### src/sv/ffea_pkg.sv
// Shared types, codes and constants of the first-fit extent allocator.
package ffea_pkg;

    localparam int FFEA_MAX_EXTENTS = 64;

    localparam int ADDR_W  = 32;
    localparam int OWNER_W = 30;

    // Operation codes carried on the opcode field.
    typedef enum logic [1:0] {
        OP_WRITE  = 2'd0,
        OP_DELETE = 2'd1,
        OP_READ   = 2'd2,
        OP_CLEAR  = 2'd3
    } op_t;

    // Result status codes.
    typedef enum logic [1:0] {
        STAT_OK       = 2'd0,
        STAT_FULL     = 2'd1,
        STAT_OVERFLOW = 2'd2
    } stat_t;

    // One table entry as stored in the extent memory.
    typedef struct packed {
        logic [ADDR_W-1:0]  end_addr;
        logic [OWNER_W-1:0] owner;
        logic               is_free;
    } extent_t;

    localparam int EXTENT_W = $bits(extent_t);

    // Source of the data written to the extent memory.
    typedef enum logic [2:0] {
        WR_NONE,
        WR_CLAIM,
        WR_FREE,
        WR_SHIFT,
        WR_SPLIT,
        WR_APPEND
    } wr_sel_t;

    // Controller states.
    typedef enum logic [3:0] {
        S_IDLE,
        S_DISPATCH,
        S_SCAN_RD,
        S_SCAN_EV,
        S_SHIFT_RD,
        S_SHIFT_WR,
        S_APPEND,
        S_DONE
    } state_t;

    // Commands from the controller to the datapath.
    typedef struct packed {
        logic    load;
        logic    k_clr;
        logic    k_inc;
        logic    start_upd;
        logic    len_sub;
        logic    rd_k;
        logic    rd_jm1;
        wr_sel_t wr_sel;
        logic    j_init;
        logic    j_dec;
        logic    cnt_inc;
        logic    cnt_clr;
        logic    res_hit;
        logic    set_stat;
        stat_t   stat_code;
        logic    out_load;
    } ffea_cmd_t;

    // Status from the datapath to the controller.
    typedef struct packed {
        op_t  op;
        logic len_zero;
        logic k_at_end;
        logic full;
        logic is_free;
        logic size_gt_len;
        logic size_eq_len;
        logic owner_match;
        logic pos_below;
        logic j_at_k;
        logic ovf;
        logic out_busy;
    } ffea_stat_t;

endpackage

### src/sv/ffea_ctrl.sv
// Controller state machine of the extent allocator.
module ffea_ctrl (
    input  logic                 clk,
    input  logic                 rst_n,
    input  logic                 in_valid,
    output logic                 in_stall,
    input  ffea_pkg::ffea_stat_t st,
    output ffea_pkg::ffea_cmd_t  cmd
);
    import ffea_pkg::*;

    state_t state_reg;
    state_t state_next;

    // State register.
    always_ff @(posedge clk or negedge rst_n)
    begin
        if (!rst_n)
        begin
            state_reg <= S_IDLE;
        end
        else
        begin
            state_reg <= state_next;
        end
    end

    assign in_stall = (state_reg != S_IDLE);

    // Next state and commands.
    always_comb
    begin
        state_next = state_reg;
        cmd        = '0;
        cmd.wr_sel = WR_NONE;
        cmd.stat_code = STAT_OK;
        case (state_reg)
            S_IDLE:
            begin
                if (in_valid)
                begin
                    cmd.load   = 1'b1;
                    cmd.k_clr  = 1'b1;
                    state_next = S_DISPATCH;
                end
            end
            S_DISPATCH:
            begin
                case (st.op)
                    OP_CLEAR:
                    begin
                        cmd.cnt_clr = 1'b1;
                        state_next  = S_DONE;
                    end
                    OP_WRITE:
                    begin
                        state_next = st.len_zero ? S_DONE : S_SCAN_RD;
                    end
                    default:
                    begin
                        state_next = S_SCAN_RD;
                    end
                endcase
            end
            S_SCAN_RD:
            begin
                if (st.k_at_end)
                begin
                    state_next = (st.op == OP_WRITE) ? S_APPEND : S_DONE;
                end
                else
                begin
                    cmd.rd_k   = 1'b1;
                    state_next = S_SCAN_EV;
                end
            end
            S_SCAN_EV:
            begin
                case (st.op)
                    OP_WRITE:
                    begin
                        if (st.is_free && st.size_gt_len)
                        begin
                            // The write ends inside this free extent: split it.
                            if (st.full)
                            begin
                                cmd.set_stat  = 1'b1;
                                cmd.stat_code = STAT_FULL;
                                state_next    = S_DONE;
                            end
                            else
                            begin
                                cmd.j_init = 1'b1;
                                state_next = S_SHIFT_RD;
                            end
                        end
                        else if (st.is_free && st.size_eq_len)
                        begin
                            cmd.wr_sel  = WR_CLAIM;
                            cmd.len_sub = 1'b1;
                            state_next  = S_DONE;
                        end
                        else
                        begin
                            if (st.is_free)
                            begin
                                cmd.wr_sel  = WR_CLAIM;
                                cmd.len_sub = 1'b1;
                            end
                            cmd.start_upd = 1'b1;
                            cmd.k_inc     = 1'b1;
                            state_next    = S_SCAN_RD;
                        end
                    end
                    OP_DELETE:
                    begin
                        if (!st.is_free && st.owner_match)
                        begin
                            cmd.wr_sel = WR_FREE;
                        end
                        cmd.k_inc  = 1'b1;
                        state_next = S_SCAN_RD;
                    end
                    default:
                    begin
                        // Sector read: stop at the first extent ending above it.
                        if (st.pos_below)
                        begin
                            cmd.res_hit = !st.is_free;
                            state_next  = S_DONE;
                        end
                        else
                        begin
                            cmd.k_inc  = 1'b1;
                            state_next = S_SCAN_RD;
                        end
                    end
                endcase
            end
            S_SHIFT_RD:
            begin
                if (st.j_at_k)
                begin
                    cmd.wr_sel  = WR_SPLIT;
                    cmd.cnt_inc = 1'b1;
                    state_next  = S_DONE;
                end
                else
                begin
                    cmd.rd_jm1 = 1'b1;
                    state_next = S_SHIFT_WR;
                end
            end
            S_SHIFT_WR:
            begin
                cmd.wr_sel = WR_SHIFT;
                cmd.j_dec  = 1'b1;
                state_next = S_SHIFT_RD;
            end
            S_APPEND:
            begin
                if (st.full)
                begin
                    cmd.set_stat  = 1'b1;
                    cmd.stat_code = STAT_FULL;
                end
                else if (st.ovf)
                begin
                    cmd.set_stat  = 1'b1;
                    cmd.stat_code = STAT_OVERFLOW;
                end
                else
                begin
                    cmd.wr_sel  = WR_APPEND;
                    cmd.cnt_inc = 1'b1;
                end
                state_next = S_DONE;
            end
            S_DONE:
            begin
                if (!st.out_busy)
                begin
                    cmd.out_load = 1'b1;
                    state_next   = S_IDLE;
                end
            end
            default:
            begin
                state_next = S_IDLE;
            end
        endcase
    end

endmodule

### config.mk
export PLATFORM = sky130hd
export DESIGN_NAME = ffea_ctrl
export DESIGN_NICKNAME = d
export VERILOG_FILES = /design/src/sv/ffea_pkg.sv /design/src/sv/ffea_ctrl.sv
export SDC_FILE = /design/constraint.sdc
export NUM_CORES = 1
export LEC_CHECK = 0
export ABC_AREA = 1
export ABC_CLOCK_PERIOD_IN_PS = 1000
export BUFFER_PORTS_ARGS = -buffer_cell sky130_fd_sc_hd__buf_2
export CORE_MARGIN = 5
export CORE_UTILIZATION = 37
export CTS_CLUSTER_DIAMETER = 60
export DETAILED_ROUTE_END_ITERATION = 6
export MAX_ROUTING_LAYER = met4
export PLACE_DENSITY = 0.74
export SLEW_MARGIN = 20
export SYNTH_ARGS = -nofsm -noshare
export SYNTH_HDL_FRONTEND = slang
export SYNTH_SLANG_ARGS = --single-unit
export TNS_END_PERCENT = 10
### constraint.sdc
create_clock -name clk -period 1 [get_ports clk]
set_input_delay 0.1 -clock clk [delete_from_list [all_inputs] [get_ports clk]]
set_output_delay 0.1 -clock clk [all_outputs]
set_load 0.03 [all_outputs]
==> impl_metrics.json, run 1 <==
{
  "rows": 14,
  "yosysUniqueCellTypes": 23,
  "vias": 837,
  "grt_pass1_wl_mm": 3.55,
  "critical_path_class": "flip-flop to output pin",
  "ant_nets": 0,
  "areaGrowthSynthToFinish_pct": 93.2,
  "worst_slew_pin_slew_ns": 0.240,
  "first_global_vias": 880,
  "core_area_um2": 1490,
  "fin_crit_ns": 1.45,
  "clk_latency_ns": 0.24,
  "post-route-period-util": 1.45,
  "grt_max_degree": 7,
  "clk_path_buf_depth": 2,
  "die_w_um": 49.2,
  "grt_use_total": 0.183,
  "routed_wirelength_mm": 2.00,
  "wl_per_cell_um": 11.8,
  "end_kind": "output pin",
  "max_freq_mhz": 687,
  "io_buffers": 35,
  "whs_ns": 0.180,
  "startpoint_type": "flip-flop",
  "nets": 175,
  "detail_route.first_pass.iterations": 4,
  "rsz0062_at_grt": "yes",
  "final_area_um2": 1100,
  "io_pins": 36,
  "largest_register_ffs": 3,
  "avgSynthCellArea_um2": 5.81,
  "violations": "negative setup slack",
  "run_status": "complete, but fails checks",
  "synthCells": 98,
  "synth_seq_area_share": 0.132,
  "yosys.area.top_type_share": 0.152,
  "root_buffer": "clkbuf_4",
  "ir_drop_v": 0.00115,
  "setup_ws_ns": -0.455,
  "dp_hpwl_mm": 1.59,
  "maxSlewHeadroom": 0.839,
  "die_area_um2": 2420,
  "gp_congestion": 0.892,
  "start_util": 0.382,
  "pwr_density_cell_nw_per_um2": 2480,
  "yosys_register_bits": 3,
  "yosys.area.top_type": "nand2_1",
  "antenna_found_initial": 0,
  "setup_viol": 23,
  "syn-num-nets": 118,
  "min_path_type": "input pin to flip-flop",
  "maxCapViolCount": 0,
  "cp_max_fo": 6,
  "synth_area_leaders": "nand2_1 15%, dfrtp_1 13%, inv_1 11%, ha_1 8.8%, nor2_1 8.6%",
  "cts_tree": "done",
  "path_clk_slew_ns": 0.03,
  "cts_htree_levels": 1,
  "drive_gt1_frac": 0.552,
  "cp.arrival_ns": 1.35,
  "fin_tns_setup_ns": -8.04,
  "required_ns": 0.90,
  "grt_overflow_total": 0,
  "ys_warn_count": 0,
  "slew_violations": 0,
  "drt-vias-per-instance": 4.92,
  "cts_made_buffers": 3,
  "place_area_um2": 916,
  "drc": 0,
  "p_leak_nw": 0.593,
  "clock_skew_ns": 0.00365,
  "syn-cell-area_um2": 569,
  "die_h_um": 49.2,
  "antenna_cells": 0,
  "hold_viol": 0,
  "clock_sinks": 3,
  "drtIter0Drc": 10
}
==> worst paths after layout <==
kind	cells past startpoint	slack, ns	to	start
worst min register to register	3	0.79	state_reg[2]	state_reg[2]
worst max register to register	8	-0.21	state_reg[0]	state_reg[1]
worst min-delay path	5	0.18	state_reg[0]	in_valid
worst max-delay path	4	-0.45	cmd[11]	state_reg[0]
min in group asynchronous	2	0.19	state_reg[1]	rst_n
max in group asynchronous	2	0.69	state_reg[0]	rst_n
==> where the power goes <==
part / switching, mW / internal, mW / total, mW
combinational: 1.20 / 0.931 / 2.13
clock: 0.0624 / 0.149 / 0.212
sequential: 0.191 / 0.203 / 0.394
==> synthesized netlist by cell type <==
cell type  count
nand3b_1       1
a31o_2         1
buf_6          2
nand3_1        8
inv_4          1
nand2_1       23
nor2_8         1
a21oi_1        1
inv_2          1
nand4_1        5
nor2_4         1
clkinv_1       1
nor4_1         2
o21ai_1        3
a31oi_1        1
dfrtp_1        3
o21ai_0        3
ha_1           4
nor2_1        13
nand2_2        2
nor3_1         4
buf_4          1
inv_1         16
==> logic make-up after synthesis <==
group,Yosys count,synth area share
fa+ha+maj,4,0.0879
buf+inv,22,0.182
simple gates,60,0.510
compound gates,9,0.0879
flops,3,0.132
==> worst max-delay path, stage by stage, from the launching register on <==
cell and delay (ns):
dfrtp_2 0.47, nor2_2 0.20, nand3_1 0.16, o21ai_1 0.12, buf_4 0.17
==> layout make-up <==
class | instances | area (um2)
Tap cell | 16 | 20.0
Clock buffer | 4 | 26.3
Fill cell | 119 | 389
Timing Repair Buffer | 55 | 408
Inverter | 19 | 76.3
Multi-Input combinational cell | 73 | 490
Sequential cell | 3 | 78.8
==> timing repair <==
item | in CTS | in global routing
resized for setup | 35 | 9
pin swaps | 2 | 2
hold endpoints to repair | 3 | 0
hold buffers | 1 | 0
buffers inserted | 2 | 1
setup endpoints to repair | 23 | 23
==> routing by layer <==
layer  GRT usage  share of wire  up-vias  wire length [um]
li1            -              -      427                 -
met5           -              0        -                 0
met3      0.0336          0.052        4               104
met2       0.318           0.55       24              1110
met1       0.194           0.38      382               759
met4      0.0942          0.016        0                32
==> layout by cell type, fill, tap and decap left out <==
master         count
nor3_4             1
nand3_2            1
nor2_4             3
dfrtp_2            3
inv_2              2
nor2_2             2
nand2_2            3
clkbuf_4           3
inv_4              2
nand3_1            7
buf_2             15
nor2_1             9
a31o_2             1
nand2_1           20
nor4_4             1
nand3b_1           1
nand2_4            2
buf_6              8
o21ai_1            4
a21oi_1            1
o21ai_2            1
clkbuf_1           1
a31oi_2            1
dlygate4sd3_1      1
inv_1             15
nor4_2             1
nor3_2             3
nand4_1            5
ha_1               4
nor2_8             1
buf_4             31
o21ai_0            1
==> stage by stage <==
step / power, mW / instances / worst slack, ns / utilization
CTS: 2.60 / 169 / -0.443 / 0.713
global route: 2.95 / 170 / -0.557 / 0.739
finish: 2.73 / 170 / -0.455 / 0.739
floorplan: 1.53 / 98 / -0.385 / -
detailed placement: 2.07 / 162 / -0.299 / 0.615
global placement: 2.02 / 162 / -0.271 / 0.615
Note: power is estimated with default switching activity, not from simulation.
==> run 2, diff against run 1 <==
--- a/config.mk
+++ b/config.mk
@@ -14,7 +14,7 @@
 export DETAILED_ROUTE_END_ITERATION = 6
 export MAX_ROUTING_LAYER = met4
 export PLACE_DENSITY = 0.74
-export SLEW_MARGIN = 20
+export RECOVER_POWER = 50
 export SYNTH_ARGS = -nofsm -noshare
 export SYNTH_HDL_FRONTEND = slang
 export SYNTH_SLANG_ARGS = --single-unit
==> impl_metrics.json, run 2 (synthesized netlist as in run 1, its figures left out) <==
{
  "run_status": "complete, but fails checks",
  "violations": "negative setup slack",
  "grt_max_degree": 7,
  "clock_skew_ns": 0.00365,
  "drc": 0,
  "grt_overflow_total": 0,
  "grt_pass1_wl_mm": 3.55,
  "critical_path_class": "flip-flop to output pin",
  "path_cells": "inv_2 > nor2_2 > nand3_1 > o21ai_1 > buf_4",
  "cp.arrival_ns": 1.36,
  "drtIter0Drc": 11,
  "detail_route.first_pass.iterations": 4,
  "slew_violations": 0,
  "clk_path_buf_depth": 2,
  "vias": 838,
  "cts_tree": "done",
  "fin_crit_ns": 1.46,
  "maxSlewHeadroom": 0.839,
  "hold_viol": 0,
  "cts_htree_levels": 1,
  "setup_ws_ns": -0.456,
  "areaGrowthSynthToFinish_pct": 93.0,
  "p_leak_nw": 0.590,
  "multiInputGateArea_um2": 490,
  "nets": 175,
  "clock_sinks": 3,
  "core_area_um2": 1490,
  "utilization": 0.738,
  "min_path_type": "input pin to flip-flop",
  "clk_latency_ns": 0.24,
  "die_w_um": 49.2,
  "fillers": 120,
  "io_buffers": 35,
  "routed_wirelength_mm": 2.01,
  "top_layer": "met4",
  "dr_wl_met2_mm": 1.10,
  "end_kind": "output pin",
  "antenna_cells": 0,
  "first_global_vias": 880,
  "wl_per_cell_um": 11.8,
  "antenna_found_initial": 0,
  "pwr_density_cell_nw_per_um2": 2490,
  "largest_register_ffs": 3,
  "crit_path_max_incr_delay_ns": 0.45,
  "maxCapViolCount": 0,
  "startpoint_type": "flip-flop",
  "setup_viol": 23,
  "layout_common_cells": "31 x buf_4, 20 x nand2_1, 15 x inv_1, 14 x buf_2, 9 x nor2_1",
  "post-route-period-util": 1.46,
  "gp_congestion": 0.892,
  "cts_made_buffers": 3,
  "ir_drop_v": 0.00115,
  "root_buffer": "clkbuf_4",
  "start_util": 0.382,
  "path_clk_slew_ns": 0.04,
  "rows": 14,
  "final_area_um2": 1100,
  "rsz0062_at_grt": "yes",
  "drive_gt1_frac": 0.545,
  "slowest_stage": "dfrtp_2",
  "io_pins": 36,
  "die_area_um2": 2420,
  "drt-vias-per-instance": 4.93,
  "fin_tns_setup_ns": -8.04,
  "whs_ns": 0.180,
  "grt_use_total": 0.183,
  "cp_max_fo": 5,
  "dp_hpwl_mm": 1.59,
  "worst-r2r-setup-slack_ns": -0.21,
  "wl_met1_um": 764,
  "max_freq_mhz": 687,
  "dp_slack_ns": -0.299,
  "route.met3.wl_um": 104,
  "die_h_um": 49.2,
  "worst_slew_pin_slew_ns": 0.240,
  "seqCellArea_um2": 78.8,
  "required_ns": 0.90,
  "final_common_cell": "buf_4",
  "ant_nets": 0,
  "place_area_um2": 916
}
==> run 2: final cells by class <==
cell class                      instances  area share
Multi-Input combinational cell         73       0.446
Clock buffer                            4      0.0239
Inverter                               19      0.0695
Tap cell                               16      0.0182
Sequential cell                         3      0.0718
Timing Repair Buffer                   55       0.370
==> run 2: timing repair <==
item,in CTS,in global routing
endpoints found under the hold margin,3,0
hold buffers,1,0
pin swaps,2,2
resized for setup,35,9
setup buffers,2,1
setup endpoints to repair,23,23
==> run 2: critical path: cells and delay by family, from the launching register on <==
family	cells	cell delay, ns
buf+inv	2	0.23
flops	1	0.45
compound gates	1	0.12
simple gates	2	0.31
==> run 2: path summary, 6_finish.rpt <==
| path | from | endpoint | cells after the start |
|---|---|---|---|
| setup / recovery | state_reg[1] | cmd[11] | 5 |
| hold / removal | in_valid | state_reg[0] | 5 |
| setup reg to reg | state_reg[1] | state_reg[0] | 8 |
| hold reg to reg | state_reg[2] | state_reg[2] | 3 |
| max in group asynchronous | rst_n | state_reg[0] | 2 |
| min in group asynchronous | rst_n | state_reg[1] | 2 |
==> run 2: power breakdown <==
group / switching [mW] / total, mW / internal, mW
sequential: 0.191 / 0.394 / 0.203
combinational: 1.20 / 2.13 / 0.930
clock: 0.0622 / 0.212 / 0.149
total: 1.45 / 2.73 / 1.28
==> run 2: per-layer routing <==
metal	GRT usage	up-vias
li1	-	427
met1	0.194	383
met2	0.318	24
met3	0.0336	4
met4	0.0942	0
met5	-	-
==> run 2: stage by stage <==
step | instances | power (mW)
global placement | 162 | 2.02
global route | 170 | 2.95
CTS | 169 | 2.60
floorplan | 98 | 1.53
detailed placement | 162 | 2.07
finish | 170 | 2.73
==> run 3, diff against run 2 <==
--- a/config.mk
+++ b/config.mk
@@ -10,6 +10,7 @@
 export BUFFER_PORTS_ARGS = -buffer_cell sky130_fd_sc_hd__buf_2
 export CORE_MARGIN = 5
 export CORE_UTILIZATION = 37
+export CTS_BUF_LIST = sky130_fd_sc_hd__clkbuf_4 sky130_fd_sc_hd__clkbuf_8 sky130_fd_sc_hd__clkbuf_16
 export CTS_CLUSTER_DIAMETER = 60
 export DETAILED_ROUTE_END_ITERATION = 6
 export MAX_ROUTING_LAYER = met4
==> impl_metrics.json, run 3 (synthesized netlist as in run 1, its figures left out) <==
{
  "run_status": "complete, but fails checks",
  "p_leak_nw": 0.584,
  "fin_crit_ns": 1.48,
  "rsz0062_at_grt": "yes",
  "grt_max_degree": 7,
  "slew_violations": 0,
  "routed_wirelength_mm": 2.05,
  "post-route-period-util": 1.48,
  "grt_pass1_wl_mm": 3.53,
  "dp_hpwl_mm": 1.59,
  "setup_ws_ns": -0.476,
  "ir_drop_v": 0.00144,
  "layout_common_cells": "31 x buf_4, 21 x nand2_1, 15 x inv_1, 14 x buf_2, 9 x nor2_1",
  "worst_slew_pin_slew_ns": 0.246,
  "drive_gt1_frac": 0.539,
  "dp_slack_ns": -0.299,
  "start_util": 0.382,
  "clock_skew_ns": 0.00675,
  "violations": "negative setup slack",
  "die_w_um": 49.2,
  "hold_viol": 0,
  "startpoint_type": "flip-flop",
  "drtIter0Drc": 11,
  "antenna_found_initial": 0,
  "grt_overflow_total": 0,
  "grt_use_total": 0.182,
  "core_area_um2": 1490,
  "largest_register_ffs": 3,
  "first_global_vias": 886,
  "areaGrowthSynthToFinish_pct": 91.6,
  "drc": 0,
  "pwr_density_cell_nw_per_um2": 2500,
  "die_h_um": 49.2,
  "wl_per_cell_um": 12.0,
  "worst-r2r-setup-slack_ns": -0.22,
  "root_buffer": "clkbuf_4",
  "clk_latency_ns": 0.24,
  "drt-vias-per-instance": 4.90,
  "final_common_cell": "buf_4",
  "die_area_um2": 2420,
  "end_kind": "output pin",
  "cts_htree_levels": 1,
  "gp_congestion": 0.892,
  "ant_nets": 0,
  "cp.arrival_ns": 1.38,
  "critical_path_class": "flip-flop to output pin",
  "max_freq_mhz": 678,
  "cp_max_fo": 5,
  "rows": 14,
  "vias": 833,
  "required_ns": 0.90,
  "clk_path_buf_depth": 2,
  "nets": 175,
  "cts_tree": "done",
  "whs_ns": 0.183,
  "io_pins": 36,
  "maxSlewHeadroom": 0.835,
  "min_path_type": "input pin to flip-flop",
  "io_buffers": 35,
  "clock_sinks": 3,
  "setup_viol": 23,
  "detail_route.first_pass.iterations": 4,
  "cts_made_buffers": 3,
  "maxCapViolCount": 0,
  "antenna_cells": 0,
  "path_clk_slew_ns": 0.04,
  "p_total_mw": 2.73
}
## run 3: cell counts in the layout (fill, tap and decap cells not counted)
Identical to the previous run, type by type.
## run 3: stage by stage
stage	area (um2)	TNS (ns)	utilization	instances
after floorplan	631	-5.24	-	98
after global placement	916	-4.78	0.615	162
after detailed placement	916	-5.64	0.615	162
after CTS	1070	-7.93	0.716	169
after global routing	1090	-10.03	0.733	170
final	1090	-8.40	0.733	170
## run 3: cell type report
class / count / area (um2)
Multi-Input combinational cell: 73 / 479
Inverter: 19 / 76.3
Timing Repair Buffer: 55 / 407
Tap cell: 16 / 20.0
Fill cell: 123 / 398
Sequential cell: 3 / 78.8
Clock buffer: 4 / 30.0
## run 3: critical path, cell delays in order, from the launching register on
cell	delay (ns)
dfrtp_2	0.46
nand2_4	0.09
nor2_8	0.12
inv_4	0.07
nor2_4	0.09
nand2_1	0.07
nand3b_1	0.10
buf_6	0.13
## run 3: path summary, 6_finish.rpt
path,from,to,depth (start not counted)
min in group asynchronous,rst_n,state_reg[1],2
max,state_reg[1],cmd[9],7
max reg2reg,state_reg[1],state_reg[0],8
min,in_valid,state_reg[0],5
min reg2reg,state_reg[2],state_reg[2],3
max in group asynchronous,rst_n,state_reg[0],2
## run 3: per-layer routing
metal | global-route usage | wire length [um]
met3 | 0.0336 | 117
met5 | - | 0
met1 | 0.192 | 826
met4 | 0.0987 | 52
met2 | 0.313 | 1050
## run 3: power breakdown
group	leakage [nW]	internal (mW)	total [mW]	switching, mW
Combinational	0.534	0.908	2.09	1.18
Sequential	0.0319	0.203	0.392	0.190
Clock	0.0184	0.177	0.246	0.0690
## run 3: repair_timing
| action | in CTS | in global routing |
|---|---|---|
| buffers inserted | 2 | 1 |
| gates resized for setup | 35 | 6 |
| setup endpoints to repair | 23 | 23 |
| pin swaps | 2 | 2 |
| hold endpoints to repair | 3 | 0 |
| hold buffers | 1 | 0 |
